===== src/sv/dfp_pkg.sv =====
`timescale 1ns / 1ps
// ---------------------------------------------------------------------------
// dfp_pkg
// Shared types, constants and helpers for the decimal to fixed-point parser.
// ---------------------------------------------------------------------------
package dfp_pkg;

  localparam int MAX_CHARS_DEF = 15;

  localparam int INT_W  = 12;  // integer magnitude, saturates at INT_LIMIT+1
  localparam int FRAC_W = 20;  // fraction in micro-units, up to 999999
  localparam int PROD_W = 32;  // integer part times SCALE
  localparam int VAL_W  = 33;

  localparam logic [INT_W-1:0]  INT_LIMIT   = INT_W'(2147);
  localparam logic [2:0]        FRAC_DIGITS = 3'd6;
  localparam logic [PROD_W-1:0] SCALE       = PROD_W'(1000000);
  localparam logic [VAL_W-1:0]  POS_LIMIT   = 33'h0_7FFF_FFFF;
  localparam logic [VAL_W-1:0]  NEG_LIMIT   = 33'h0_8000_0000;

  localparam logic [7:0] CH_MINUS = 8'h2D;
  localparam logic [7:0] CH_PLUS  = 8'h2B;
  localparam logic [7:0] CH_POINT = 8'h2E;
  localparam logic [7:0] CH_ZERO  = 8'h30;
  localparam logic [7:0] CH_NINE  = 8'h39;

  typedef enum logic [1:0] {
    ST_OK   = 2'd0,
    ST_LEN  = 2'd1,
    ST_CONV = 2'd2
  } status_t;

  // Parse state gathered over the characters of one number.
  typedef struct packed {
    logic              negative;
    logic              plus_sign;
    logic              int_seen;
    logic [INT_W-1:0]  int_accum;
    logic              point_seen;
    logic [FRAC_W-1:0] frac_accum;  // already scaled to micro-units
    logic [2:0]        frac_count;
    logic              bad_char;
  } scan_t;

  // Weight of the fraction digit at position pos (0 = first after point).
  function automatic logic [16:0] frac_weight(input logic [2:0] pos);
    logic [16:0] w;
    case (pos)
      3'd0:    w = 17'd100000;
      3'd1:    w = 17'd10000;
      3'd2:    w = 17'd1000;
      3'd3:    w = 17'd100;
      3'd4:    w = 17'd10;
      3'd5:    w = 17'd1;
      default: w = 17'd0;
    endcase
    return w;
  endfunction

endpackage


===== src/sv/dfp_scan.sv =====
`timescale 1ns / 1ps
// ---------------------------------------------------------------------------
// dfp_scan
// Per-character parse state: sign, integer and fraction accumulators, count.
// ---------------------------------------------------------------------------
module dfp_scan #(
  parameter int MAX_CHARS = dfp_pkg::MAX_CHARS_DEF
) (
  input  logic           clk,
  input  logic           rst,
  input  logic           take,     // a character item accepted
  input  logic           clear,    // an end item accepted
  input  logic [7:0]     ch,
  output logic           len_err,
  output dfp_pkg::scan_t scan
);

  localparam int CNT_W = $clog2(MAX_CHARS + 2);
  localparam logic [CNT_W-1:0] CNT_MAX = CNT_W'(MAX_CHARS);

  logic [CNT_W-1:0] char_count, char_count_next;
  dfp_pkg::scan_t   scan_next;

  logic                      is_digit;
  logic [3:0]                digit;
  logic [14:0]               int_mul;
  logic [dfp_pkg::FRAC_W-1:0] frac_add;

  assign len_err  = (char_count == '0) || (char_count > CNT_MAX);
  assign is_digit = (ch >= dfp_pkg::CH_ZERO) && (ch <= dfp_pkg::CH_NINE);
  assign digit    = 4'(ch - dfp_pkg::CH_ZERO);
  assign int_mul  = (15'(scan.int_accum) << 3) + (15'(scan.int_accum) << 1) + 15'(digit);
  assign frac_add = dfp_pkg::FRAC_W'(digit) *
                    dfp_pkg::FRAC_W'(dfp_pkg::frac_weight(scan.frac_count));

  always_comb begin
    char_count_next = char_count;
    scan_next       = scan;
    if (clear) begin
      char_count_next = '0;
      scan_next       = '0;
    end else if (take && (char_count <= CNT_MAX)) begin
      char_count_next = char_count + 1'b1;
      // last counted position is only counted, not parsed
      if (char_count < CNT_MAX) begin
        if ((ch == dfp_pkg::CH_MINUS) || (ch == dfp_pkg::CH_PLUS)) begin
          if (char_count == '0) begin
            if (ch == dfp_pkg::CH_MINUS) scan_next.negative = 1'b1;
            else scan_next.plus_sign = 1'b1;
          end else begin
            scan_next.bad_char = 1'b1;
          end
        end else if (is_digit) begin
          if (scan.point_seen) begin
            if (scan.frac_count < dfp_pkg::FRAC_DIGITS) begin
              scan_next.frac_accum = scan.frac_accum + frac_add;
              scan_next.frac_count = scan.frac_count + 3'd1;
            end
          end else begin
            scan_next.int_seen  = 1'b1;
            scan_next.int_accum = (int_mul > 15'(dfp_pkg::INT_LIMIT)) ?
                                  dfp_pkg::INT_LIMIT + 1'b1 : dfp_pkg::INT_W'(int_mul);
          end
        end else if (ch == dfp_pkg::CH_POINT) begin
          if (scan.point_seen) scan_next.bad_char = 1'b1;
          else scan_next.point_seen = 1'b1;
        end else begin
          scan_next.bad_char = 1'b1;
        end
      end
    end
  end

  always_ff @(posedge clk) begin
    if (rst) begin
      char_count <= '0;
      scan       <= '0;
    end else begin
      char_count <= char_count_next;
      scan       <= scan_next;
    end
  end

endmodule


===== src/sv/decimal_to_fixed_point_parse.sv =====
`timescale 1ns / 1ps
// ---------------------------------------------------------------------------
// decimal_to_fixed_point_parse
// Decimal string to signed micro-unit fixed point, with a status code.
// ---------------------------------------------------------------------------
// Usage:
//   Request channel (req_valid/req_ready): one item per character in ch, or
//   an end item (end_req=1, ch ignored) that closes the number.
//   Response channel (rsp_valid/rsp_ready): one item per end item, carrying
//   value (number * 1e6, signed 33 bits, 0 unless ok) and status
//   (ok / length error / conversion error). Character items give no response.
// Timing:
//   Characters are folded into the parse state in the cycle they are taken,
//   one per cycle while req_ready is high. An end item goes through two
//   registers: the first holds the checks and the integer part times 1e6 (the
//   constant multiply), the second the fraction add, range compare and negate.
//   rsp_valid rises once the result moves from the finish register into the
//   output register. Throughput is one item per cycle while req_ready is high.
// Stall:
//   When the response is held, the finish register still drains into the
//   output register if that frees; req_ready drops only once the finish
//   register is full and cannot move on.
// Reset:
//   rst clears the parse state and both valid flags; no response is pending.
// ---------------------------------------------------------------------------
module decimal_to_fixed_point_parse #(
  parameter int MAX_CHARS = dfp_pkg::MAX_CHARS_DEF
) (
  input  logic        clk,
  input  logic        rst,
  input  logic        req_valid,
  output logic        req_ready,
  input  logic [7:0]  ch,
  input  logic        end_req,
  output logic        rsp_valid,
  input  logic        rsp_ready,
  output logic signed [32:0] value,
  output logic [1:0]  status
);

  // handshake
  logic req_fire, char_take, end_take;
  logic s1_valid, s1_load, s2_load, s1_free;

  // parse state
  logic           len_err;
  dfp_pkg::scan_t scan;
  logic           conv_err;

  // finish register
  dfp_pkg::status_t             s1_status;
  logic [dfp_pkg::PROD_W-1:0]   s1_prod;
  logic [dfp_pkg::FRAC_W-1:0]   s1_frac;
  logic                         s1_neg;

  // output stage logic
  logic [dfp_pkg::VAL_W-1:0]    mag;
  logic                         over;
  dfp_pkg::status_t             out_status;
  logic [dfp_pkg::VAL_W-1:0]    out_value;

  assign s2_load   = s1_valid && (!rsp_valid || rsp_ready);
  assign s1_free   = !s1_valid || s2_load;
  assign req_ready = s1_free;
  assign req_fire  = req_valid && req_ready;
  assign char_take = req_fire && !end_req;
  assign end_take  = req_fire && end_req;
  assign s1_load   = end_take;

  dfp_scan #(
    .MAX_CHARS(MAX_CHARS)
  ) u_scan (
    .clk    (clk),
    .rst    (rst),
    .take   (char_take),
    .clear  (end_take),
    .ch     (ch),
    .len_err(len_err),
    .scan   (scan)
  );

  // form errors; length error takes precedence
  assign conv_err = scan.bad_char ||
                    (!scan.int_seen && (!scan.point_seen || scan.plus_sign)) ||
                    (scan.int_accum > dfp_pkg::INT_LIMIT);

  always_ff @(posedge clk) begin
    if (rst) begin
      s1_valid <= 1'b0;
    end else if (s1_load) begin
      s1_valid <= 1'b1;
    end else if (s2_load) begin
      s1_valid <= 1'b0;
    end
  end

  always_ff @(posedge clk) begin
    if (s1_load) begin
      s1_status <= len_err ? dfp_pkg::ST_LEN : (conv_err ? dfp_pkg::ST_CONV : dfp_pkg::ST_OK);
      s1_prod   <= dfp_pkg::PROD_W'(scan.int_accum) * dfp_pkg::SCALE;
      s1_frac   <= scan.frac_accum;
      s1_neg    <= scan.negative;
    end
  end

  // add fraction, range check against signed 32-bit, apply sign
  assign mag  = dfp_pkg::VAL_W'(s1_prod) + dfp_pkg::VAL_W'(s1_frac);
  assign over = s1_neg ? (mag > dfp_pkg::NEG_LIMIT) : (mag > dfp_pkg::POS_LIMIT);

  always_comb begin
    out_status = s1_status;
    out_value  = '0;
    if (s1_status == dfp_pkg::ST_OK) begin
      if (over) begin
        out_status = dfp_pkg::ST_CONV;
      end else begin
        out_value = s1_neg ? (~mag + 1'b1) : mag;
      end
    end
  end

  always_ff @(posedge clk) begin
    if (rst) begin
      rsp_valid <= 1'b0;
    end else if (s2_load) begin
      rsp_valid <= 1'b1;
    end else if (rsp_ready) begin
      rsp_valid <= 1'b0;
    end
  end

  always_ff @(posedge clk) begin
    if (s2_load) begin
      value  <= $signed(out_value);
      status <= out_status;
    end
  end

  // ---- checks ----
  a_err_zero: assert property (@(posedge clk) disable iff (rst)
    rsp_valid && (status != dfp_pkg::ST_OK) |-> (value == '0))
    else $error("nonzero value with error status");

  a_status_code: assert property (@(posedge clk) disable iff (rst)
    rsp_valid |-> (status == dfp_pkg::ST_OK) || (status == dfp_pkg::ST_LEN) ||
                  (status == dfp_pkg::ST_CONV))
    else $error("undefined status code");

  a_end_lands: assert property (@(posedge clk) disable iff (rst)
    end_take |=> s1_valid)
    else $error("end item lost before finish register");

  a_s1_hold: assert property (@(posedge clk) disable iff (rst)
    s1_valid && !s2_load |=> s1_valid && $stable(s1_prod) && $stable(s1_frac))
    else $error("finish register changed while stalled");

  a_drain: assert property (@(posedge clk) disable iff (rst)
    s2_load |=> rsp_valid)
    else $error("result dropped into output register");

endmodule

===== config.mk =====
export PLATFORM = sky130hd
export DESIGN_NAME = decimal_to_fixed_point_parse
export DESIGN_NICKNAME = d
export VERILOG_FILES = /design/src/sv/dfp_pkg.sv /design/src/sv/dfp_scan.sv /design/src/sv/decimal_to_fixed_point_parse.sv
export SDC_FILE = /design/constraint.sdc
export NUM_CORES = 1
export LEC_CHECK = 0
export BUFFER_PORTS_ARGS = -buffer_cell sky130_fd_sc_hd__buf_2
export CORE_UTILIZATION = 60
export CTS_BUF_LIST = sky130_fd_sc_hd__clkbuf_8
export DETAILED_ROUTE_END_ITERATION = 10
export PLACE_DENSITY = 0.78
export SLEW_MARGIN = 20
export SYNTH_ARGS = -nofsm -noshare
export SYNTH_HDL_FRONTEND = slang
export SYNTH_SLANG_ARGS = --single-unit
export TNS_END_PERCENT = 30

===== constraint.sdc =====
create_clock -name clk -period 6.8 [get_ports clk]
set_input_delay 0.68 -clock clk [delete_from_list [all_inputs] [get_ports clk]]
set_output_delay 0.68 -clock clk [all_outputs]
set_load 0.01 [all_outputs]

**Word level (Yosys, flattened, before mapping)**

Index checks and enable logic that the tools add are counted.

- Input bits: 13
- Logic and storage cells: 102
- Output and inout bits: 37
- Register bits: 131

- Equal/unequal tests: 11
- Reductions and logical operators: 32
- Add/subtract/negate cells: 8
- Bitwise logic cells: 6
- Multiply operators: 2
- Muxes and demuxes: 16
- Order comparisons: 10

Operators by type and width:

| cell | number |
|---|---|
| 17-bit case mux with 6 select lines | 1 |
| 32-bit by 20-bit adder with 33-bit output | 1 |
| 33-bit by 1-bit adder with 33-bit output (second input constant) | 1 |
| 33-bit by 31-bit greater-than comparator with 1-bit output (second input constant) | 1 |
| 33-bit by 32-bit greater-than comparator with 1-bit output (second input constant) | 1 |
| 33-bit 2-to-1 mux | 1 |
| 33-bit inverter | 1 |
| 12-bit by 14-bit multiplier with 26-bit output (second input constant) | 1 |
| 5-bit AND reduction | 5 |
| 8-bit by 6-bit == test with 1-bit output (second input constant) | 3 |
| 20-bit adder | 1 |
| 4-bit by 17-bit multiplier with 20-bit output | 1 |
| 15-bit by 13-bit adder with 15-bit output | 1 |
| 15-bit by 4-bit adder with 15-bit output | 1 |
| 15-bit by 12-bit greater-than comparator with 1-bit output (second input constant) | 1 |
| 12-bit greater-than comparator (second input constant) | 1 |
| 12-bit 2-to-1 mux | 1 |
| 1-bit 2-to-1 mux | 10 |
| 8-bit by 6-bit greater-or-equal comparator with 1-bit output (second input constant) | 1 |
| 8-bit by 6-bit less-or-equal comparator with 1-bit output (second input constant) | 1 |
| 1-bit logical AND | 7 |
| 1-bit logical OR | 7 |
| 3-bit by 2-bit == test with 1-bit output (second input constant) | 2 |
| 3-bit == test (second input constant) | 2 |
| 19 further kinds | 32 |

**Logic depth before layout (Yosys ltp)**

- Depth after elaboration: 8
- Depth in mapped cells: 21
- Gate-level depth less buffers: 21

**Modules after synthesis**

A second synthesis with hierarchy kept.

- Cells, all modules: 1317
- Area, all modules: 12410.7 µm²

Modules (own cells, without submodules):

| module | times used | area each (µm²) | sequential area each (µm²) | cells each |
|---|---|---|---|---|
| decimal_to_fixed_point_parse | 1 | 7473.4 | 2562.5 | 702 |
| dfp_scan | 1 | 4937.2 | 900.9 | 615 |

**Worst setup path after synthesis**

No wires, ideal clock.

- Kind: reg2reg
- Start point: register u_scan.scan[3] (netlist name)
- End point: register u_scan.scan[23] (netlist name)
- Setup time: 0.070 ns
- Setup slack: 1.424 ns
- Clock period less this slack: 5.376 ns
- Buffers on the path: 1
- Arrival: 5.305 ns
- Data required time: 6.730 ns
- Cell stages (with the launch flop): 22
- Cells stage by stage: dfxtp_1 clkbuf_1 inv_1 ha_1 nor2_1 nor2b_1 or2_2 fa_1 fa_1 inv_1 fa_1 inv_1 ha_1 a21boi_0 or2_2 a31oi_1 a21oi_1 a41o_1 o41ai_1 xnor2_1 a21bo_2 a21oi_1

- Word-level cells in the longest chain between the ends: 4
- Elaborated cells between the ends (all ways): 11
- Those cells by class: 1 x add/sub; 1 x mul; 1 x order compare; 5 x eq/ne; 1 x mux; 2 x reduce/logical

RTL lines:

| element | RTL line | source |
|---|---|---|
| 3-bit == test (tied with other cells) | dfp_pkg.sv:48 | `case (pos)` |
| 17-bit case mux with 6 select lines | dfp_pkg.sv:48 |  |
| 4-bit by 17-bit multiplier with 20-bit output | dfp_scan.sv:33 | `assign frac_add = dfp_pkg::FRAC_W'(digit) *` |
| 20-bit adder | dfp_scan.sv:56 | `scan_next.frac_accum = scan.frac_accum + frac_add;` |

Several ways; a longest one is shown, not always the timed one.
A chain may end at the register's enable or synchronous reset.

**Final worst setup path**

- Start point: register u_scan.scan[3] (netlist name)
- End point: register u_scan.scan[23] (netlist name)

- Word-level cells in the longest chain between the ends: 4
- Elaborated cells between the ends (all ways): 11
- Those cells by class: 1 x add/sub; 1 x mul; 1 x order compare; 5 x eq/ne; 1 x mux; 2 x reduce/logical

RTL lines:

| element | RTL line |
|---|---|
| 3-bit == test (tied with other cells) | dfp_pkg.sv:48 |
| 17-bit case mux with 6 select lines | dfp_pkg.sv:48 |
| 4-bit by 17-bit multiplier with 20-bit output | dfp_scan.sv:33 |
| 20-bit adder | dfp_scan.sv:56 |

Several ways; a longest one is shown, not always the timed one.

==> impl_results.rst <==
.. list-table::
   :header-rows: 1

   * - Metric
     - Value
   * - Status
     - finished clean
   * - Mux share of post-synthesis cell area
     - less than 1%
   * - Setup repair after global routing missed its margin
     - false
   * - Power density over the cells
     - 133 nW/µm²
   * - TritonCTS buffer count
     - 17
   * - Simple-gate area share of the yosys netlist
     - 14.2%
   * - Main combinational cell family by area after synthesis
     - adder cells
   * - Total count of max-transition violations in the final report
     - 0
   * - Worst Hold Margin
     - roughly 0.4 ns
   * - Final hold violation count
     - 0
   * - Area of the mapped netlist
     - roughly 13000 µm²
   * - Via density
     - roughly 5.7
   * - Crit path arrival time
     - between 6 and 7 ns
   * - Mean Syn Cell Area
     - 9.63 µm²
   * - Wire length per cell after detailed routing
     - roughly 16 µm
   * - Remaining Overflow, GRT
     - 0
   * - Leak pwr
     - 0.00617 µW
   * - Weighted congestion reported at the end of routability-driven placement
     - between 0.9 and 1
   * - Iter 0 DRT Violations
     - 598
   * - Buffer and inverter count on the worst path
     - 3
   * - Nets
     - between 1500 and 2000
   * - Number of placed instances with taps included
     - around 1600
   * - Initial antenna violation count
     - 0
   * - Total routing resource utilization after global routing
     - 24.5%
   * - Number of distinct library cell variants in the gate-level netlist after synthesis
     - slightly below 80
   * - Worst vdd ir
     - 129 µV
   * - PostCTS Resize Cnt
     - 0
   * - Category of the critical setup timing path
     - reg -> reg
   * - Via count of the routed design
     - 9293
   * - Die ar.
     - roughly 21000 µm²
   * - Root cell of the clock tree
     - sky130_fd_sc_hd__clkbuf_8
   * - DRT Pass-1 Iters
     - 4
   * - Layout-stage area growth over the synthesis result
     - 6.50%
   * - Count of hold-fix buffers inserted at cts
     - 0
   * - Post-Route Skew
     - ~0.014 ns
   * - Capture point of the critical path
     - u_scan.scan[23]$_SDFFE_PP0P_
   * - Most frequent cells in the layout
     - 166 x sky130_fd_sc_hd__inv_1, 165 x sky130_fd_sc_hd__ha_1, 84 x sky130_fd_sc_hd__nand2_1, 84 x sky130_fd_sc_hd__edfxtp_1, 76 x sky130_fd_sc_hd__a21oi_1
   * - Worst min-delay path class
     - in -> reg
   * - Adder-cell share of the synthesized area
     - between 20% and 30%
   * - Clock transition at path regs
     - 0.08 ns
   * - Post-Synth XOR/XNOR Area
     - 6.56%
   * - DP HPWL
     - slightly above 20 mm
   * - Remaining number of nets flagged by the antenna check after routing
     - 0
   * - Critical path depth
     - 20
   * - # IOs
     - 50
   * - Worst Setup SP
     - u_scan.scan[3]$_SDFFE_PP0P_
   * - Startpoint of the lowest-slack register-to-register path
     - u_scan.scan[3]$_SDFFE_PP0P_
   * - Filler-free cell count of the finished design
     - about 1600
   * - Worst reg2reg setup slack
     - 0.75 ns
   * - Core area
     - about 20000 µm²
   * - Number of input and output port buffers inserted
     - slightly below 50
   * - Worst endpoint required time
     - about 7.2 ns
   * - Ordered list of cells on the worst path
     - inv_1 > ha_1 > nor2_1 > nor2b_1 > or2_2 > fa_1 > fa_1 > inv_1 > fa_1 > inv_1 > ha_1 > a21boi_0 > or2_2 > a31oi_1 > a21oi_1 > a41o_1 > o41ai_1 > xnor2_1 > a21bo_2 > a21oi_1
   * - Initial Util
     - 61.6%
   * - Worst hold path depth
     - 2
   * - Wire length on met3
     - ~800 µm
   * - Number of enable-type register cells in the synthesized netlist
     - 84
   * - Vert. Die Dim
     - between 100 and 150 µm
   * - Top sig layer
     - met4
   * - Critical path's top delay family
     - adder cells
   * - Seq cells post-synth
     - 131
   * - Ys async rst share
     - 0%
   * - Synthesized-area fraction occupied by ao, oa, aoi and oai cells
     - 16.5%
   * - Main synth FF type
     - sky130_fd_sc_hd__edfxtp_1
   * - Global-route wire length before repair
     - approximately 43 mm
   * - Total area of multi-input combinational cells
     - a little over 8000 µm²
   * - Count of unresolved DRC violations after routing
     - 0
   * - Width of the die
     - between 100 and 150 µm
   * - Post-Synthesis Cells
     - 1302
   * - Number of antenna repair diodes
     - 0
   * - Layout cell share with drive strength beyond 1
     - a little under an eighth
   * - TritonCTS clock tree
     - built
   * - Share of the clock period used by the worst path
     - around nine tenths
   * - Commonest non-fill, non-tap cell in the layout
     - sky130_fd_sc_hd__inv_1
   * - Layout fillers
     - around 1600
   * - Num Clock Sinks
     - approximately 130
   * - Clock H-tree levels
     - 4
   * - Logic depth of the worst register-to-register path
     - 20
   * - Post-synthesis sequential area ratio
     - 27.6%
   * - Register Area
     - 3460 µm²
   * - Post-CTS setup buffer count
     - 0
   * - Max stage delay cell, worst path
     - sky130_fd_sc_hd__dfxtp_1
   * - Syn nets
     - ~1600
   * - Final-report setup violation count
     - 0
   * - YS warnings
     - 0
   * - Slew at the pin closest to its max-slew limit
     - 1.01 ns
   * - Via count of the first global-routing pass
     - between 9000 and 10000
   * - Achievable frequency
     - 165 MHz
   * - Worst-path maximum fanout
     - 21
   * - Row count
     - 52
   * - Crit path time final
     - around 6 ns
   * - DRT Wirelength
     - 25.2 mm
   * - Maximum buffer depth of the clock tree
     - 2
   * - Worst Setup Start Kind
     - flip-flop
   * - Met2 layer wire length in the routed design
     - roughly 12 mm
   * - Worst setup EP type
     - flip-flop
   * - # Max-Cap Violations
     - 0
   * - Metal-1 WL
     - between 10 and 15 mm
   * - Relative max-transition margin
     - approximately a third
   * - Clock latency of the later-clocked register in the worst-skew pair
     - 0.45 ns
   * - Pin count of the biggest net entering global routing
     - 50
   * - Total Negative Setup Slacks
     - 0 ns
   * - CP max stage delay
     - around 0.7 ns
   * - Terminus of the critical flop-to-flop path
     - u_scan.scan[23]$_SDFFE_PP0P_
[through the flow]
step	setup WS (ns)	util [%]	total power (µW)	cell area (µm²)
after floorplan	1.42	-	1120	12500
after global placement	1.02	63.7	1170	13000
after detailed placement	0.872	63.7	1180	13000
after CTS	0.823	65.6	1790	13400
after global routing	0.335	65.6	1860	13400
final	0.750	65.6	1780	13400
[worst register-to-register path: cells and delay by family (launching register included)]
kind | cells | cell delay (ns)
compound gates | 7 | 1.58
buf+inv | 3 | 0.32
flops | 1 | 0.69
simple gates | 4 | 1.07
xor+xnor | 1 | 0.15
fa+ha+maj | 5 | 2.16
[cells in the mapped netlist, types with 4 or more instances]
library cell	number	area, µm²
sky130_fd_sc_hd__inv_1	166	623
sky130_fd_sc_hd__ha_1	165	2060
sky130_fd_sc_hd__edfxtp_1	84	2520
sky130_fd_sc_hd__nand2_1	84	315
sky130_fd_sc_hd__a21oi_1	76	380
sky130_fd_sc_hd__nor2_1	75	282
sky130_fd_sc_hd__fa_1	73	1460
sky130_fd_sc_hd__xnor2_1	56	490
sky130_fd_sc_hd__dfxtp_1	47	941
sky130_fd_sc_hd__o21ai_0	46	230
sky130_fd_sc_hd__xor2_1	36	315
sky130_fd_sc_hd__nor3_1	34	170
sky130_fd_sc_hd__a211oi_2	31	388
sky130_fd_sc_hd__nand3_1	29	145
sky130_fd_sc_hd__clkbuf_1	23	86.3
sky130_fd_sc_hd__and3_1	20	125
sky130_fd_sc_hd__a211oi_1	16	120
sky130_fd_sc_hd__a21o_1	15	113
sky130_fd_sc_hd__nor2b_1	14	87.6
sky130_fd_sc_hd__and2_1	13	81.3
sky130_fd_sc_hd__nand2b_1	12	75.1
sky130_fd_sc_hd__or2_2	12	75.1
sky130_fd_sc_hd__nand4_1	11	68.8
sky130_fd_sc_hd__or3_1	11	68.8
sky130_fd_sc_hd__a22o_1	10	87.6
sky130_fd_sc_hd__o31ai_1	9	67.6
sky130_fd_sc_hd__o211ai_1	8	60.1
sky130_fd_sc_hd__a31oi_1	7	43.8
sky130_fd_sc_hd__mux2i_1	6	60.1
sky130_fd_sc_hd__o21a_1	6	45.0
sky130_fd_sc_hd__o21bai_1	6	45.0
sky130_fd_sc_hd__or4_1	6	45.0
sky130_fd_sc_hd__a211o_1	5	43.8
sky130_fd_sc_hd__a31o_2	5	43.8
sky130_fd_sc_hd__a41oi_1	5	43.8
sky130_fd_sc_hd__a2111oi_0	4	35.0
sky130_fd_sc_hd__buf_2	4	20.0
sky130_fd_sc_hd__buf_6	4	45.0
sky130_fd_sc_hd__nor4_1	4	25.0
sky130_fd_sc_hd__o22ai_1	4	25.0
sky130_fd_sc_hd__o41ai_1	4	35.0
[final cells by class]
cell class,instances,share of cell area [%]
inverter,166,4.67
clock buffer,17,1.75
tap,270,2.53
clock inverter,15,1.03
multi-input combinational,968,62.0
sequential,131,25.9
timing repair buffer,54,2.12
[flip-flops by register name (all words and copies together) (netlist names)]
name,flops
s1_valid,1
s1_status,2
s1_neg,1
s1_prod,26
value,33
u_scan.scan,40
status,2
rsp_valid,1
s1_frac,20
u_scan.char_count,5
[cells by family (layout without fill, tap and decap cells)]
group / count (synthesis) / after routing
muxes: 7 / 7
adders and majority gates: 238 / 238
xor gates and xnor gates: 93 / 93
buffers and inverters: 203 / 252
DFF: 131 / 131
and+or+nand+nor: 347 / 347
AOI/OAI and AO/OA: 283 / 283
[power breakdown]
group	switching [µW]	total [µW]	internal, µW	leakage, µW
registers	11.8	874	862	0.00117
logic	178	289	112	0.00480
clock network	326	618	292	0.000193
[worst min-delay path by stage]
stage                           startpoint                    end  slack [ns]
4_1_cts                                rst  s1_valid$_SDFFE_PP0P_        0.38
2_1_floorplan  u_scan.scan[7]$_SDFFE_PP0P_   s1_frac[3]$_DFFE_PP_        0.41
5_1_grt                                rst  s1_valid$_SDFFE_PP0P_        0.39
3_3_place_gp   u_scan.scan[7]$_SDFFE_PP0P_   s1_frac[3]$_DFFE_PP_        0.42
6_report                               rst  s1_valid$_SDFFE_PP0P_        0.41
3_5_place_dp   u_scan.scan[7]$_SDFFE_PP0P_   s1_frac[3]$_DFFE_PP_        0.43
[layer usage]
metal / vias up / global-route usage, %
met4: 0 / 6.20
met3: 31 / 3.72
li1: 4676 / -
met2: 190 / 43.0
met1: 4396 / 31.4
met5: - / 0
No activity file was read; power rests on OpenSTA's default activity.
